$ cat config.mk
export PLATFORM = sky130hd
export DESIGN_NAME = svm_exec
export DESIGN_NICKNAME = d
export VERILOG_FILES = /design/src/hdl/svm_pkg.sv /design/src/hdl/svm_exec.sv
export SDC_FILE = /design/constraint.sdc
export NUM_CORES = 1
export LEC_CHECK = 0
export ABC_CLOCK_PERIOD_IN_PS = 5600
export BUFFER_PORTS_ARGS = -buffer_cell sky130_fd_sc_hd__buf_2
export CORE_MARGIN = 5
export CORE_UTILIZATION = 55
export DETAILED_ROUTE_END_ITERATION = 7
export PLACE_DENSITY = 0.85
export SYNTH_ARGS = -nofsm -noshare
export SYNTH_HDL_FRONTEND = slang
export SYNTH_SLANG_ARGS = --single-unit
$ cat constraint.sdc
create_clock -name vclk -period 5.6
set_clock_uncertainty 0.2 [all_clocks]
set_input_delay 0.28 -clock vclk [all_inputs]
set_output_delay 0.28 -clock vclk [all_outputs]
set_load 0.02 [all_outputs]
$ cat src/hdl/svm_pkg.sv
// Shared types and constants for the script instruction execute core.
// Holds opcodes, fault and condition codes, and the structs between modules.
// Depends on nothing; the design modules use it by scoped names and the testbench imports it.
package svm_pkg;

	// Widths fixed by the instruction format.
	localparam int unsigned DATA_W    = 16;
	localparam int unsigned VAR_COUNT = 256;
	localparam int unsigned VAR_AW    = 8;

	// Compare byte layout: bit 7 selects the variable operand.
	localparam int unsigned CMP_VAR_BIT = 7;

	// Offset reported by kill.
	localparam logic [DATA_W-1:0] KILL_PC = 16'hFFFF;

	// Instruction codes.
	typedef enum logic [7:0] {
		OP_MOVI = 8'h00,
		OP_MOVW = 8'h01,
		OP_ADDW = 8'h02,
		OP_ADDI = 8'h03,
		OP_CALL = 8'h04,
		OP_RET  = 8'h05,
		OP_YLD  = 8'h06,
		OP_JMP  = 8'h07,
		OP_JNZ  = 8'h09,
		OP_CJMP = 8'h0A,
		OP_KILL = 8'h11,
		OP_SUBW = 8'h13,
		OP_ANDI = 8'h14,
		OP_IORI = 8'h15,
		OP_SHLI = 8'h16,
		OP_SHRI = 8'h17
	} op_t;

	// Fault codes on the result.
	typedef enum logic [1:0] {
		FAULT_NONE      = 2'd0,
		FAULT_OVERFLOW  = 2'd1,
		FAULT_UNDERFLOW = 2'd2,
		FAULT_OPCODE    = 2'd3
	} fault_t;

	// Compare conditions; the two remaining codes never branch.
	typedef enum logic [2:0] {
		COND_EQ = 3'd0,
		COND_NE = 3'd1,
		COND_GT = 3'd2,
		COND_GE = 3'd3,
		COND_LT = 3'd4,
		COND_LE = 3'd5
	} cond_t;

	// One decoded instruction as held in the execute stage.
	typedef struct packed {
		logic [7:0]        opcode;
		logic [VAR_AW-1:0] dst_index;
		logic [VAR_AW-1:0] src_index;
		logic [DATA_W-1:0] immediate;
		logic [7:0]        compare_mode;
		logic [DATA_W-1:0] target_pc;
		logic [DATA_W-1:0] fallthrough_pc;
		logic              new_slice;
	} instr_t;

	// One result item.
	typedef struct packed {
		logic [DATA_W-1:0]        next_pc;
		logic                     yield_now;
		fault_t                   fault_code;
		logic                     branch_taken;
		logic                     wrote_variable;
		logic signed [DATA_W-1:0] written_value;
	} res_t;

	// Stack status seen by the execute logic.
	typedef struct packed {
		logic              full;
		logic              empty;
		logic [DATA_W-1:0] top;
	} stack_stat_t;

	// Stack update requested by the execute logic.
	typedef struct packed {
		logic push;
		logic pop;
	} stack_req_t;

	typedef struct packed {
		res_t       res;
		stack_req_t stk;
	} exec_out_t;

endpackage

$ cat src/hdl/svm_exec.sv
// Execute logic: one instruction's data result, next offset, fault and stack request.
// Purely combinational between the execute-stage register and the result register.
// Depends on svm_pkg.
module svm_exec (
	input  svm_pkg::instr_t             ins,
	input  logic [svm_pkg::DATA_W-1:0]  dst_val,
	input  logic [svm_pkg::DATA_W-1:0]  src_val,
	input  svm_pkg::stack_stat_t        stat,
	output svm_pkg::exec_out_t          ex
);

	logic [svm_pkg::DATA_W-1:0] cmp_b;
	logic [svm_pkg::DATA_W-1:0] dec_val;
	logic                       shift_big;
	logic                       cond_hit;

	assign cmp_b     = ins.compare_mode[svm_pkg::CMP_VAR_BIT] ? src_val : ins.immediate;
	assign dec_val   = dst_val - svm_pkg::DATA_W'(1);
	assign shift_big = |ins.immediate[svm_pkg::DATA_W-1:4];

	// Signed compare of the tested variable against the second operand.
	always_comb begin
		case (svm_pkg::cond_t'(ins.compare_mode[2:0]))
			svm_pkg::COND_EQ: cond_hit = (dst_val == cmp_b);
			svm_pkg::COND_NE: cond_hit = (dst_val != cmp_b);
			svm_pkg::COND_GT: cond_hit = ($signed(dst_val) >  $signed(cmp_b));
			svm_pkg::COND_GE: cond_hit = ($signed(dst_val) >= $signed(cmp_b));
			svm_pkg::COND_LT: cond_hit = ($signed(dst_val) <  $signed(cmp_b));
			svm_pkg::COND_LE: cond_hit = ($signed(dst_val) <= $signed(cmp_b));
			default:          cond_hit = 1'b0;
		endcase
	end

	// Operation select.
	always_comb begin
		ex.res.next_pc        = ins.fallthrough_pc;
		ex.res.yield_now      = 1'b0;
		ex.res.fault_code     = svm_pkg::FAULT_NONE;
		ex.res.branch_taken   = 1'b0;
		ex.res.wrote_variable = 1'b0;
		ex.res.written_value  = '0;
		ex.stk.push           = 1'b0;
		ex.stk.pop            = 1'b0;
		case (svm_pkg::op_t'(ins.opcode))
			svm_pkg::OP_MOVI: begin
				ex.res.written_value  = ins.immediate;
				ex.res.wrote_variable = 1'b1;
			end
			svm_pkg::OP_MOVW: begin
				ex.res.written_value  = src_val;
				ex.res.wrote_variable = 1'b1;
			end
			svm_pkg::OP_ADDW: begin
				ex.res.written_value  = dst_val + src_val;
				ex.res.wrote_variable = 1'b1;
			end
			svm_pkg::OP_ADDI: begin
				ex.res.written_value  = dst_val + ins.immediate;
				ex.res.wrote_variable = 1'b1;
			end
			svm_pkg::OP_CALL: begin
				if (stat.full) begin
					ex.res.fault_code = svm_pkg::FAULT_OVERFLOW;
				end else begin
					ex.stk.push         = 1'b1;
					ex.res.next_pc      = ins.target_pc;
					ex.res.branch_taken = 1'b1;
				end
			end
			svm_pkg::OP_RET: begin
				if (stat.empty) begin
					ex.res.fault_code = svm_pkg::FAULT_UNDERFLOW;
				end else begin
					ex.stk.pop          = 1'b1;
					ex.res.next_pc      = stat.top;
					ex.res.branch_taken = 1'b1;
				end
			end
			svm_pkg::OP_YLD: begin
				ex.res.yield_now = 1'b1;
			end
			svm_pkg::OP_JMP: begin
				ex.res.next_pc      = ins.target_pc;
				ex.res.branch_taken = 1'b1;
			end
			svm_pkg::OP_JNZ: begin
				ex.res.written_value  = dec_val;
				ex.res.wrote_variable = 1'b1;
				if (dec_val != '0) begin
					ex.res.next_pc      = ins.target_pc;
					ex.res.branch_taken = 1'b1;
				end
			end
			svm_pkg::OP_CJMP: begin
				if (cond_hit) begin
					ex.res.next_pc      = ins.target_pc;
					ex.res.branch_taken = 1'b1;
				end
			end
			svm_pkg::OP_KILL: begin
				ex.res.next_pc   = svm_pkg::KILL_PC;
				ex.res.yield_now = 1'b1;
			end
			svm_pkg::OP_SUBW: begin
				ex.res.written_value  = dst_val - src_val;
				ex.res.wrote_variable = 1'b1;
			end
			svm_pkg::OP_ANDI: begin
				ex.res.written_value  = dst_val & ins.immediate;
				ex.res.wrote_variable = 1'b1;
			end
			svm_pkg::OP_IORI: begin
				ex.res.written_value  = dst_val | ins.immediate;
				ex.res.wrote_variable = 1'b1;
			end
			svm_pkg::OP_SHLI: begin
				ex.res.written_value  = shift_big ? '0 : (dst_val << ins.immediate[3:0]);
				ex.res.wrote_variable = 1'b1;
			end
			svm_pkg::OP_SHRI: begin
				ex.res.written_value  = shift_big ? '0 : (dst_val >> ins.immediate[3:0]);
				ex.res.wrote_variable = 1'b1;
			end
			default: begin
				ex.res.fault_code = svm_pkg::FAULT_OPCODE;
			end
		endcase
	end

endmodule

==> reports/results.ini <==
[sta]
fin_crit_sh_pct = 93.5
finalHoldViolCount = 0
fmax_ghz = 0.191
setup_violations = 0
rsz0062_at_grt = false
tns_ps = 0
worst_pin_slew_ps = 1180
fin_crit_ps = 5240
final-max-slew-violation-count = 0
slew-limit-headroom_pct = 21.1

[logic_synthesis]
synth_cells = 864
ys_warn_count = 0
synth_nets = 1031
syn_area_sq_mm = 0.00556
ys_seq_area_share_pct = 0
ys_types = 76
syn_avg_cell_area_sq_um = 6.43

[route]
vias_per_cell = 6.89
dr.pass1.iters = 6
drtIter0Drc = 961
ant_nets = 0
drcViolationCount = 0
drt-total-wl_mm = 21.9
vias = 7524
wl_per_cell_microns = 20.1

[critical_path]
start_kind = input pin
required_ps = 5120
path_class = in -> out
crit_chain = buf_2 > or4_1 > nor3b_2 > buf_4 > nor2_1 > a221o_1 > fa_1 > nor2b_1 > o21ai_0 > a21oi_1 > o21ai_0 > a211oi_1 > o31ai_1 > mux2i_1 > a221o_1 > buf_2
cpPeakStageDelay_ps = 760
crit_family = compound AO/OA/AOI/OAI gates
crit_fanout = 12
slowest_stage = or4_1
cp_num_buf_inv = 3
worstPathArrival_ps = 4760
crit_path_end_kind = output port
crit_path_start = ins[76]

[grt]
track_usage_pct = 32.9
grt_pass1_vias = 6659
gr-usage-met3_pct = 6.56
grt_first_pass_wirelength_mm = 34.5
use_met1_pct = 44.5
antenna_found_initial = 0
grtUsageMet2_pct = 51.7
grt_max_degree = 44
grt.busiest_layer = met2
grt.overflow.total = 0

[placement]
postPlaceCellArea_sq_mm = 0.00628
hpwl_mm = 16.6
dp_cells = 1092
gp_congestion = 1.02
port-buffer-count = 149

[floorplan]
die_area_sq_mm = 0.0122
fp.coreArea_sq_mm = 0.00982
start_util_pct = 56.6
rows = 36
die_x_microns = 111
io_pins = 170
chipHeight_microns = 111

[cells_and_area]
nets = 1128
layout-drive-gt1-share_pct = 21.1
areaGrowthSynthToFinish_pct = 13.0
antenna_cells = 0
fin_area_sq_mm = 0.00628
clock_buffers = 0
seq_cell_count = 0
fin_util_pct = 64.0
fin_cells = 1092
seq_area_sq_um = 0

[flow_run]
maxCapViolCount = 0

[pwr]
p_leak_nw = 2.76
powerDensity_mw_per_mm2 = 68.9
p_total_mw = 0.433
ir_worst_vdd_mv = 0.0547

[worst_hold_path]
worstHoldPathType = in -> out
min_from = stat[17]

[clock_tree]
postCtsSetupBuffers = 0
cts_hold_buffers = 0
cts_repair_resize_count = 0

[run_status]
status = finished clean

## logic make-up (layout without fill, tap and decap cells)
logic type	count (synthesis)	count (layout)	synth area share, %
buffers and inverters	99	194	7.59
muxes	51	51	10.2
and+or+nand+nor	330	330	30.5
AOI/OAI and AO/OA	316	316	38.5
adders and majority gates	36	36	8.24
xor gates and xnor gates	32	32	5.04
## path summary, 6_finish.rpt
check | to | depth (start not counted)
worst max-delay path | ex[14] | 16
worst min-delay path | ex[1] | 3
## through the flow
stage	hold slack, ps	setup slack (ps)
after floorplan	442	1120
after global placement	664	517
after detailed placement	662	481
after CTS	662	469
after global routing	674	146
final	661	362
## per-layer routing
metal | part of all wire [%] | vias up | wire (microns)
li1 | - | 3483 | -
met4 | 4.5 | 0 | 993
met3 | 13 | 79 | 2770
met2 | 44 | 543 | 9590
met1 | 39 | 3419 | 8550
met5 | 0 | - | 0
## cell usage in the layout, fill, tap and decap left out, types with 5 or more instances in the layout
cell type,netlist,layout
o32ai_1,5,5
a21o_1,19,19
nand3_1,22,22
a31oi_1,9,9
nor3_1,28,27
a211o_2,5,5
a22oi_1,13,13
nand4_1,5,5
o22ai_1,7,7
xor2_1,14,14
nor3b_1,6,6
o21ai_0,57,57
a21oi_1,89,89
nand2_1,96,96
nor2b_1,13,13
buf_4,0,14
inv_1,31,31
ha_1,35,35
nand2b_1,15,15
nand3b_1,6,6
o31ai_1,7,7
o2bb2ai_1,16,16
nor2_1,78,78
nor4_1,9,8
a211oi_1,8,8
o211ai_1,5,5
or3_1,22,22
buf_2,11,149
a222oi_1,7,7
mux2i_1,43,43
xnor2_1,18,18
a221oi_1,24,24
or4_1,5,5
a211o_1,14,14
## synth_stat cells (all sizes together), types with 4 or more instances
master | number | area share [%]
mux4 | 4 | 1.6
nor2b | 13 | 1.5
o31ai | 7 | 0.95
o22ai | 8 | 1.0
nor3b | 7 | 1.0
buf | 19 | 2.1
mux2i | 43 | 7.7
or4 | 5 | 0.68
a222oi | 7 | 1.3
nand4 | 6 | 0.79
a31oi | 9 | 1.0
a22oi | 13 | 1.8
o2bb2ai | 17 | 2.8
a21o | 19 | 2.6
nor4 | 14 | 2.5
nand2 | 96 | 6.5
ha | 35 | 7.9
nor3 | 29 | 2.7
or3 | 24 | 2.8
nand3 | 23 | 2.2
o21ai | 60 | 5.4
nand2b | 15 | 1.7
xor2 | 14 | 2.2
xnor2 | 18 | 2.8
clkbuf | 49 | 3.4
o221ai | 4 | 0.74
o211ai | 5 | 0.68
o21a | 4 | 0.54
mux2 | 4 | 0.81
inv | 31 | 2.1
a221oi | 24 | 3.8
a21oi | 93 | 8.6
nand3b | 6 | 0.81
a211oi | 8 | 1.1
nor2 | 78 | 5.3
o32ai | 5 | 0.79
a211o | 19 | 3.1
## power breakdown
group          switching, mW  internal [mW]  total, mW
clock network              0              0          0
logic                  0.264          0.168      0.433
registers                  0              0          0
total                  0.264          0.168      0.433
## area by class of cell
type / instances / area [sq um]
repair buffers: 163 / 851
fillers: 984 / 3540
inverters: 31 / 116
multi-input cells: 765 / 5150
well taps: 133 / 166
No activity file was read; power rests on OpenSTA's default activity.
