**src/hdl/svm_pkg.sv**
```systemverilog
// Shared types and constants for the script instruction execute core.
// Holds opcodes, fault and condition codes, and the structs between modules.
// Depends on nothing; the design modules use it by scoped names and the testbench imports it.
package svm_pkg;

	// Widths fixed by the instruction format.
	localparam int unsigned DATA_W    = 16;
	localparam int unsigned VAR_COUNT = 256;
	localparam int unsigned VAR_AW    = 8;

	// Compare byte layout: bit 7 selects the variable operand.
	localparam int unsigned CMP_VAR_BIT = 7;

	// Offset reported by kill.
	localparam logic [DATA_W-1:0] KILL_PC = 16'hFFFF;

	// Instruction codes.
	typedef enum logic [7:0] {
		OP_MOVI = 8'h00,
		OP_MOVW = 8'h01,
		OP_ADDW = 8'h02,
		OP_ADDI = 8'h03,
		OP_CALL = 8'h04,
		OP_RET  = 8'h05,
		OP_YLD  = 8'h06,
		OP_JMP  = 8'h07,
		OP_JNZ  = 8'h09,
		OP_CJMP = 8'h0A,
		OP_KILL = 8'h11,
		OP_SUBW = 8'h13,
		OP_ANDI = 8'h14,
		OP_IORI = 8'h15,
		OP_SHLI = 8'h16,
		OP_SHRI = 8'h17
	} op_t;

	// Fault codes on the result.
	typedef enum logic [1:0] {
		FAULT_NONE      = 2'd0,
		FAULT_OVERFLOW  = 2'd1,
		FAULT_UNDERFLOW = 2'd2,
		FAULT_OPCODE    = 2'd3
	} fault_t;

	// Compare conditions; the two remaining codes never branch.
	typedef enum logic [2:0] {
		COND_EQ = 3'd0,
		COND_NE = 3'd1,
		COND_GT = 3'd2,
		COND_GE = 3'd3,
		COND_LT = 3'd4,
		COND_LE = 3'd5
	} cond_t;

	// One decoded instruction as held in the execute stage.
	typedef struct packed {
		logic [7:0]        opcode;
		logic [VAR_AW-1:0] dst_index;
		logic [VAR_AW-1:0] src_index;
		logic [DATA_W-1:0] immediate;
		logic [7:0]        compare_mode;
		logic [DATA_W-1:0] target_pc;
		logic [DATA_W-1:0] fallthrough_pc;
		logic              new_slice;
	} instr_t;

	// One result item.
	typedef struct packed {
		logic [DATA_W-1:0]        next_pc;
		logic                     yield_now;
		fault_t                   fault_code;
		logic                     branch_taken;
		logic                     wrote_variable;
		logic signed [DATA_W-1:0] written_value;
	} res_t;

	// Stack status seen by the execute logic.
	typedef struct packed {
		logic              full;
		logic              empty;
		logic [DATA_W-1:0] top;
	} stack_stat_t;

	// Stack update requested by the execute logic.
	typedef struct packed {
		logic push;
		logic pop;
	} stack_req_t;

	typedef struct packed {
		res_t       res;
		stack_req_t stk;
	} exec_out_t;

endpackage

```
**src/hdl/svm_ret_stack.sv**
```systemverilog
// Return stack: memory of return offsets plus the stack level register.
// The top entry is read ahead at instruction acceptance, with a bypass for a push
// on the same edge. Depends on svm_pkg.
module svm_ret_stack #(
	parameter int unsigned STACK_DEPTH = 64
) (
	input  logic                        clk,
	input  logic                        arst_n,
	input  logic                        rd_en,
	input  logic                        adv,
	input  logic                        new_slice,
	input  svm_pkg::stack_req_t         req,
	input  logic [svm_pkg::DATA_W-1:0]  push_data,
	output svm_pkg::stack_stat_t        stat
);

	localparam int unsigned AW = (STACK_DEPTH > 1) ? $clog2(STACK_DEPTH) : 1;
	localparam int unsigned LW = $clog2(STACK_DEPTH + 1);

	logic [svm_pkg::DATA_W-1:0] mem [STACK_DEPTH];
	logic [LW-1:0]              level_q;
	logic [LW-1:0]              eff_level;
	logic [LW-1:0]              level_next;
	logic [LW-1:0]              rd_level;
	logic [svm_pkg::DATA_W-1:0] rd_q;
	logic [svm_pkg::DATA_W-1:0] byp_val_q;
	logic                       byp_q;

	// Level seen by the item in execute, after a new slice clears it.
	assign eff_level = new_slice ? '0 : level_q;

	// Level after the item in execute retires.
	always_comb begin
		level_next = level_q;
		if (adv) begin
			if (req.push) begin
				level_next = eff_level + LW'(1);
			end else if (req.pop) begin
				level_next = eff_level - LW'(1);
			end else begin
				level_next = eff_level;
			end
		end
	end

	always_ff @(posedge clk or negedge arst_n) begin
		if (!arst_n) begin
			level_q <= '0;
		end else begin
			level_q <= level_next;
		end
	end

	// Top entry address for the next item.
	assign rd_level = level_next - LW'(1);

	// Push write and read-ahead of the top entry.
	always_ff @(posedge clk) begin
		if (adv && req.push) begin
			mem[eff_level[AW-1:0]] <= push_data;
		end
		if (rd_en) begin
			rd_q      <= mem[rd_level[AW-1:0]];
			byp_val_q <= push_data;
		end
	end

	always_ff @(posedge clk or negedge arst_n) begin
		if (!arst_n) begin
			byp_q <= 1'b0;
		end else if (rd_en) begin
			byp_q <= adv && req.push;
		end
	end

	// Status for the execute logic.
	assign stat.full  = (eff_level == LW'(STACK_DEPTH));
	assign stat.empty = (eff_level == '0);
	assign stat.top   = byp_q ? byp_val_q : rd_q;

	// The level never passes the stack depth.
	a_level_bound: assert property (@(posedge clk) disable iff (!arst_n)
		level_q <= LW'(STACK_DEPTH))
		else $error("return stack level beyond depth");

endmodule

```
**config.mk**
```make
export PLATFORM = sky130hd
export DESIGN_NAME = svm_ret_stack
export DESIGN_NICKNAME = d
export VERILOG_FILES = /design/src/hdl/svm_pkg.sv /design/src/hdl/svm_ret_stack.sv
export SDC_FILE = /design/constraint.sdc
export NUM_CORES = 1
export LEC_CHECK = 0
export BUFFER_PORTS_ARGS = -buffer_cell sky130_fd_sc_hd__buf_2
export CORE_MARGIN = 2
export CORE_UTILIZATION = 40
export CTS_CLUSTER_DIAMETER = 50
export DETAILED_ROUTE_END_ITERATION = 10
export SYNTH_ARGS = -nofsm -noshare
export SYNTH_HDL_FRONTEND = slang
export SYNTH_SLANG_ARGS = --single-unit
```
**constraint.sdc**
```tcl
create_clock -name clk -period 4.55 [get_ports clk]
set_clock_uncertainty 0.1 [all_clocks]
set_input_delay 0.2275 -clock clk [delete_from_list [all_inputs] [get_ports clk]]
set_output_delay 0.2275 -clock clk [all_outputs]
set_load 0.02 [all_outputs]
```
==> results of run 1 <==
## tightest hold or removal path, cell delays in order
cell and delay [ns]:
buf_2 0.16, nor2_1 0.15, o2bb2ai_1 0.21
## Yosys cell counts, types with 17 or more instances
library cell | number | area (um^2)
o21ai_0 | 18 | 90.09
a22o_1 | 18 | 157.7
nor2_1 | 81 | 304.0
nand3_1 | 23 | 115.1
o21ai_1 | 17 | 85.08
mux4_2 | 257 | 5788
nand2_1 | 208 | 780.8
mux2_2 | 17 | 191.4
buf_2 | 35 | 175.2
clkbuf_1 | 81 | 304.0
edfxtp_1 | 1056 | 31710
a21oi_1 | 99 | 495.5
nor3_1 | 20 | 100.1
## what timing repair did
item / 4_1_cts / 5_1_grt
cloned: 0 / 1
hold buffers: 5 / 0
resized for setup: 2 / 12
endpoints found under the setup margin: 2 / 10
hold endpoints to repair: 26 / 0
## cell families after synthesis
logic type | Yosys count | synth area share
AOI/OAI and AO/OA | 248 | 0.03753
xor gates and xnor gates | 6 | 0.001972
adders and majority gates | 4 | 0.001195
buffers and inverters | 137 | 0.01440
DFF | 1064 | 0.7620
muxes | 275 | 0.1430
and+or+nand+nor | 386 | 0.03986
## routing by layer
layer  up-vias  wire, um  global-route usage
li1       9129         -                   -
met1     11310     43260              0.2782
met2       890     49950              0.3085
met3       168      8013             0.03427
met4         2      2116             0.04747
met5         -        17                   0
## per-stage QoR
stage / cells / setup TNS [ns] / power (mW)
2_1_floorplan: 2120 / 0 / 14.40
3_3_place_gp: 3575 / -0.4021 / 16.91
3_5_place_dp: 3575 / -0.2868 / 16.93
4_1_cts: 3782 / 0 / 25.56
5_1_grt: 3783 / 0 / 26.32
6_report: 3783 / 0 / 25.44
## worst min-delay path by stage
stage	end	cells after the start	slack (ns)
5_1_grt	level_q[0]$_DFF_PN0_	3	0.1
2_1_floorplan	byp_q$_DFFE_PN0P_	0	-0.17
4_1_cts	level_q[0]$_DFF_PN0_	3	0.01
3_5_place_dp	level_q[2]$_DFF_PN0_	1	0.009
3_3_place_gp	level_q[2]$_DFF_PN0_	1	0.008
6_report	level_q[0]$_DFF_PN0_	3	0.06
## power by group through the flow
stage / sequential, mW / combinational [mW] / clock [mW]
CTS: 11.1 / 5.69 / 8.79
finish: 11.1 / 5.70 / 8.65
floorplan: 11.2 / 3.21 / 0
global placement: 11.3 / 5.64 / 0
detailed placement: 11.3 / 5.65 / 0
global route: 11.1 / 6.07 / 9.16
## sequential cells by signal (all words and copies together) (netlist names)
signal / flops
byp_val_q: 16
byp_q: 1
mem: 1024
rd_q: 16
level_q: 7
## layout make-up
type | instances | share of cell area
multi-input combinational | 919 | 0.1962
sequential | 1064 | 0.6604
inverter | 9 | 0.0008545
timing repair buffer | 209 | 0.03470
clock buffer | 129 | 0.05932
clock inverter | 73 | 0.01274
tap | 1380 | 0.03573
==> summary.txt, run 1 <==
Critical path
  • Worst reg-to-reg path cell count: 12
  • Worst path required time: 4.89 ns
  • FF-to-FF Start: level_q[1]$_DFF_PN0_
  • R2r endpoint: rd_q[12]$_DFFE_PP_
  • Crit path buf inv count: 2
  • Setup CP Type: flop to flop
  • CP Launch Type: flop
  • CP Cell Sequence: nor2b_1 > inv_1 > ha_1 > a22o_1 > or3b_4 > a21o_1 > a32o_1 > buf_4 > a22o_1 > nor3_1 > a21oi_1 > o21a_1
  • CP top delay family: compound AO/OA/AOI/OAI gates
  • Crit Path Max Fanout: 32
  • Reg2Reg Setup Slack: 0.09 ns
  • CP Capture Type: flop
  • Critical path arrival: 4.80 ns
  • Max incr delay on CP: 0.47 ns
  • Critical Path Sink: rd_q[12]$_DFFE_PP_
  • CP max-delay cell: dfrtp_1
  • Worst Setup SP: level_q[1]$_DFF_PN0_
  • Crit. path cell count: 12
  • Most used cell along the critical path: a22o_1

Detailed routing
  • DRC errors left: 0
  • ANT nets after route: 0
  • Initial DRC count: 2,442
  • Vias/cell: 5.683
  • Avg WL per Cell: 27.32 um
  • First-pass iteration count of the detailed router: 5
  • Final wirelength: 103,400 um
  • Via Count: 21.50k

Clock tree
  • Clock Path Buffers: 3
  • CTS tree: yes
  • TritonCTS buffer count: 112
  • H-Tree Level Count: 3
  • Clock Root Buffer: clkbuf_16
  • Worst-skew pair later-pin latency: 0.69 ns
  • CTS sink cnt: 1,064
  • CTS clk-pin slew, worst paths: 0.06 ns
  • Post-CTS Setup Bufs: 0

Placed design
  • PortBufs: 40
  • Final HPWL DP: 58,690 um
  • Pre-CTS setup slack: -0.1777 ns
  • RePlAce Congestion: 0.8325
  • Post-place instance area: 44,710 um^2

Floorplan
  • Die Area: 107,300 um^2
  • Core Area: 103,600 um^2
  • Die X-Extent: 327.6 um
  • Starting Density: 0.4040
  • Die span in y: 327.6 um
  • Io pins: 41
  • Std cell rows: 118

Logic synthesis
  • #FFs+latches synth: 1,064
  • Yosys warnings: 0
  • EDFF count, synth: 1,056
  • Avg Inst Size Synth: 19.75 um^2
  • Cells after synthesis: 2,120
  • Post-synth ARST share: 0.007519
  • Mapped cell area: 41,880 um^2
  • Main flop type after synthesis: edfxtp_1
  • Net count after synthesis: 2,147
  • Register area share after synthesis: 0.7620
  • Unique masters post-synth: 58

Power and ir drop
  • Leakage power: 15.23 nW
  • P_int: 18.11 mW
  • P per Cell Area: 526.5 nW/um^2
  • Comb pwr share: 0.224
  • P_sw: 7.332 mW
  • Clock power share: 0.340
  • Sw Ratio: 0.2882
  • Flop pwr share: 0.436
  • VDD IR max: 0.4733 mV

Layout
  • P&R area growth vs syn: 15.38%
  • FF+latch area: 31,910 um^2
  • # fillers: 8,639
  • Ratio of cells with drive above 1 in the final layout: 0.2776
  • Multi-input logic area: 9482 um^2
  • Post-route cell area: 48,320 um^2
  • Most common cell after layout, fill and taps aside: edfxtp_1
  • Diodes inserted: 0
  • Post-Route Utilization: 0.4662
  • Nets: 2,342
  • Most frequent cells in the layout: edfxtp_1, mux4_2, nand2_1

Timing
  • Worst setup margin: 0.09416 ns
  • Max-slew violations: 0
  • Setup violators final: 0
  • FMAX: 224.4 MHz
  • Slew at the pin with the worst max-slew slack: 1.285 ns
  • Fin crit period: 4.456 ns
  • Fin. Hold Viols: 0
  • Minimum hold slack: 0.06493 ns
  • RSZ-0062 raised after global routing: false
  • Slew HR: 0.1435
  • Final period utilization: 0.9793

GRT
  • Initial antenna violation count: 7
  • Global-route wire length before repair: 151,400 um
  • Vias in the first global route: 21.76k
  • Total GRT Usage: 0.1936
  • Grt ovf: 0
  • Largest net degree at the start of global routing: 93

Run status
  • Outcome: finished clean

Hold path
  • HP Start: req[0]
  • Worst hold path type: input port to flop

Run
  • Max cap viols: 0
Power figures use the tool's default switching activity.
==> run 2: changes to the inputs <==
Settings changed: REMOVE_ABC_BUFFERS set to 1.
==> run 2 against run 1 <==
Against the previous run: sequential power about the same; critical path type unchanged; hold slack got worse by 0.012 ns; sequential share of layout area about the same; design area about the same; first-iteration DRC count increased by 0.16%; register-to-register slack about the same; die area unchanged; via count increased by 0.97%; fmax about the same.
==> summary.txt, run 2 (synthesis gave the netlist of run 1 again) <==
Critical path
  • CP max-delay cell: dfrtp_1
  • Max incr delay on CP: 0.48 ns (about the same)
  • Worst reg-to-reg path cell count: 16 (+4)
  • CP Capture Type: flop
  • R2r endpoint: rd_q[11]$_DFFE_PP_
  • Setup CP Type: flop to flop
  • CP Cell Sequence: nor2b_1 > inv_1 > ha_1 > nor4bb_1 > a21oi_1 > nor2b_1 > ha_4 > buf_4 > buf_12 > mux4_2 > nand2_1 > a21oi_1 > nor4_1 > o21ai_1 > buf_4 > o21a_1
  • FF-to-FF Start: level_q[1]$_DFF_PN0_
  • CP Launch Type: flop
  • Reg2Reg Setup Slack: 0.1 ns (about the same)
  • Worst path required time: 4.85 ns (-0.04 ns)
  • Crit Path Max Fanout: 30 (-6.3%)
  • Critical path arrival: 4.76 ns (-0.04 ns)
  • Crit path buf inv count: 4 (+2)
  • CP top delay family: simple AND/OR/NAND/NOR gates

Clock tree
  • CTS tree: yes
  • Clock Root Buffer: clkbuf_16
  • CTS clk-pin slew, worst paths: 0.06 ns (about the same)
  • Worst-skew pair later-pin latency: 0.67 ns (-0.02 ns)
  • CTS sink cnt: 1,064 (unchanged)
  • H-Tree Level Count: 3 (unchanged)
  • Post-CTS Setup Bufs: 0 (unchanged)
  • Clock Path Buffers: 3 (unchanged)
  • TritonCTS buffer count: 109 (-2.7%)

Timing
  • Sum Neg Setup Slack: 0 ns (unchanged)
  • RSZ-0062 raised after global routing: false
  • Fin. Hold Viols: 0 (unchanged)
  • Fin crit period: 4.455 ns (-0.001037 ns)
  • Slew HR: 0.2222 (+0.07869)
  • FMAX: 224.5 MHz (about the same)
  • Slew at the pin with the worst max-slew slack: 1.162 ns (-0.1223 ns)
  • Setup violators final: 0 (unchanged)
  • Max-slew violations: 0 (unchanged)
  • Final period utilization: 0.9791 (about the same)

Run status
  • Outcome: finished clean

GRT
  • Largest net degree at the start of global routing: 95 (+2.2%)
  • Vias in the first global route: 21.72k (-0.19%)
  • Global-route wire length before repair: 150,000 um (-0.93%)
  • Total GRT Usage: 0.1916 (-0.001946)
  • Initial antenna violation count: 8 (+1)
  • Grt ovf: 0 (unchanged)

Detailed routing
  • Initial DRC count: 2,446 (+0.16%)
  • Vias/cell: 5.724 (+0.73%)
  • ANT nets after route: 0 (unchanged)
  • Avg WL per Cell: 27.08 um (-0.88%)
  • Via Count: 21.71k (+0.97%)
  • First-pass iteration count of the detailed router: 5 (unchanged)
  • Final wirelength: 102,700 um (-0.64%)
  • DRC errors left: 0 (unchanged)

Power and ir drop
  • VDD IR max: 0.3225 mV (-32%)
  • Leakage power: 15.24 nW (about the same)
  • P per Cell Area: 524.1 nW/um^2 (-0.45%)
  • Overall power: 25.34 mW (-0.38%)

Layout
  • Max reg flops: 1,024 (unchanged)
  • Most frequent cells in the layout: edfxtp_1, mux4_2, nand2_1
  • FF+latch area: 31,910 um^2 (unchanged)
  • Most common cell after layout, fill and taps aside: edfxtp_1
  • P&R area growth vs syn: 15.46% (about the same)
  • Multi-input logic area: 9518 um^2 (+0.38%)
  • Nets: 2,341 (-0.043%)
  • Final std cells w/o fill: 3,792 (+0.24%)
  • # fillers: 8,664 (+0.29%)
  • Ratio of cells with drive above 1 in the final layout: 0.2776 (about the same)

Floorplan
  • Std cell rows: 118 (unchanged)
  • Io pins: 41 (unchanged)
  • Starting Density: 0.4040 (unchanged)
  • Core Area: 103,600 um^2 (unchanged)
  • Die X-Extent: 327.6 um (unchanged)
  • Die Area: 107,300 um^2 (unchanged)
  • Die span in y: 327.6 um (unchanged)

Hold path
  • Worst hold path type: input port to flop
  • Hold depth: 3 (unchanged)
  • Hold Path Sink: level_q[0]$_DFF_PN0_
  • HP Start: new_slice

Placed design
  • PortBufs: 40 (unchanged)
  • Final HPWL DP: 60,310 um (+2.8%)
  • Cells after DPL: 3,579 (+0.11%)
  • RePlAce Congestion: 0.8992 (+8.0%)

Run
  • Max cap viols: 0 (unchanged)
==> run 2: changes by cell type in the layout (fill, tap and decap cells not counted), moves of 3 or more <==
| cell | before | now |
|---|---|---|
| buf_4 | 148 | 156 |
| nor2_2 | 3 | 0 |
| clkinv_8 | 5 | 1 |
| bufinv_16 | 6 | 10 |
| nor4_1 | 16 | 12 |
| nor4_2 | 0 | 4 |
| inv_6 | 7 | 10 |
| clkinv_2 | 22 | 18 |
| nor2_1 | 78 | 81 |
| diode_2 | 0 | 6 |
| clkbuf_1 | 17 | 22 |
==> run 2: worst register-to-register path: stages (launching register included) <==
cell      delay [ns]
dfrtp_1         0.48
nor2b_1         0.22
inv_1           0.09
ha_1            0.32
nor4bb_1        0.29
a21oi_1         0.08
nor2b_1         0.18
ha_4            0.41
buf_4           0.24
buf_12          0.24
mux4_2          0.39
nand2_1         0.09
a21oi_1         0.11
nor4_1          0.44
o21ai_1         0.19
buf_4           0.17
o21a_1          0.14
==> run 2: repair_timing <==
item / in CTS / in global routing
pin swaps: 0 / 0
hold buffers: 4 / 0
resized for setup: 9 / 10
cloned: 0 / 0
endpoints found under the setup margin: 7 / 11
hold endpoints to repair: 26 / 0
==> run 2: cell type report <==
cell class / count / share of cell area
flip-flops and latches: 1064 / 0.6600
multi-input cells: 919 / 0.1968
well taps: 1380 / 0.03571
clock inverters: 69 / 0.01307
clock buffers: 134 / 0.05967
inverters: 9 / 0.0008539
repair buffers: 211 / 0.03356
diodes: 6 / 0.0003105
==> run 2: routing by layer <==
| layer | global-route usage | share of wire | up-vias |
|---|---|---|---|
| met4 | 0.05564 | 0.025 | 2 |
| met3 | 0.03046 | 0.072 | 160 |
| li1 | - | - | 9121 |
| met2 | 0.3084 | 0.48 | 922 |
| met1 | 0.2713 | 0.42 | 11500 |
| met5 | 0 | 0.00013 | - |
==> run 2: power breakdown <==
group	internal (mW)	switching, mW
combinational	2.16	3.36
sequential	11.0	0.123
clock	5.08	3.66
==> run 2: per-stage QoR <==
| step | cell area, um^2 | worst slack [ns] | hold slack (ns) | utilization |
|---|---|---|---|---|
| after floorplan | 41310 | -8.224 | -0.1681 | - |
| after global placement | 44690 | -0.2568 | -0.008973 | 0.4312 |
| after detailed placement | 44690 | -0.1612 | -0.01145 | 0.4312 |
| after CTS | 48280 | 0.004988 | 0.005427 | 0.4658 |
| after global routing | 48340 | 0.007887 | 0.05743 | 0.4664 |
| final | 48350 | 0.09520 | 0.05308 | 0.4665 |
==> run 2: worst max-delay path by stage <==
stage                         start                 end  slack, ns  cells after the start
6_report       level_q[1]$_DFF_PN0_  rd_q[11]$_DFFE_PP_        0.1                     16
5_1_grt        level_q[1]$_DFF_PN0_  rd_q[11]$_DFFE_PP_      0.008                     14
4_1_cts        level_q[1]$_DFF_PN0_   rd_q[7]$_DFFE_PP_      0.005                     16
3_5_place_dp   level_q[1]$_DFF_PN0_  rd_q[11]$_DFFE_PP_      -0.16                     16
3_3_place_gp   level_q[1]$_DFF_PN0_  rd_q[11]$_DFFE_PP_      -0.26                     16
2_1_floorplan  level_q[0]$_DFF_PN0_   rd_q[0]$_DFFE_PP_      -8.22                     10
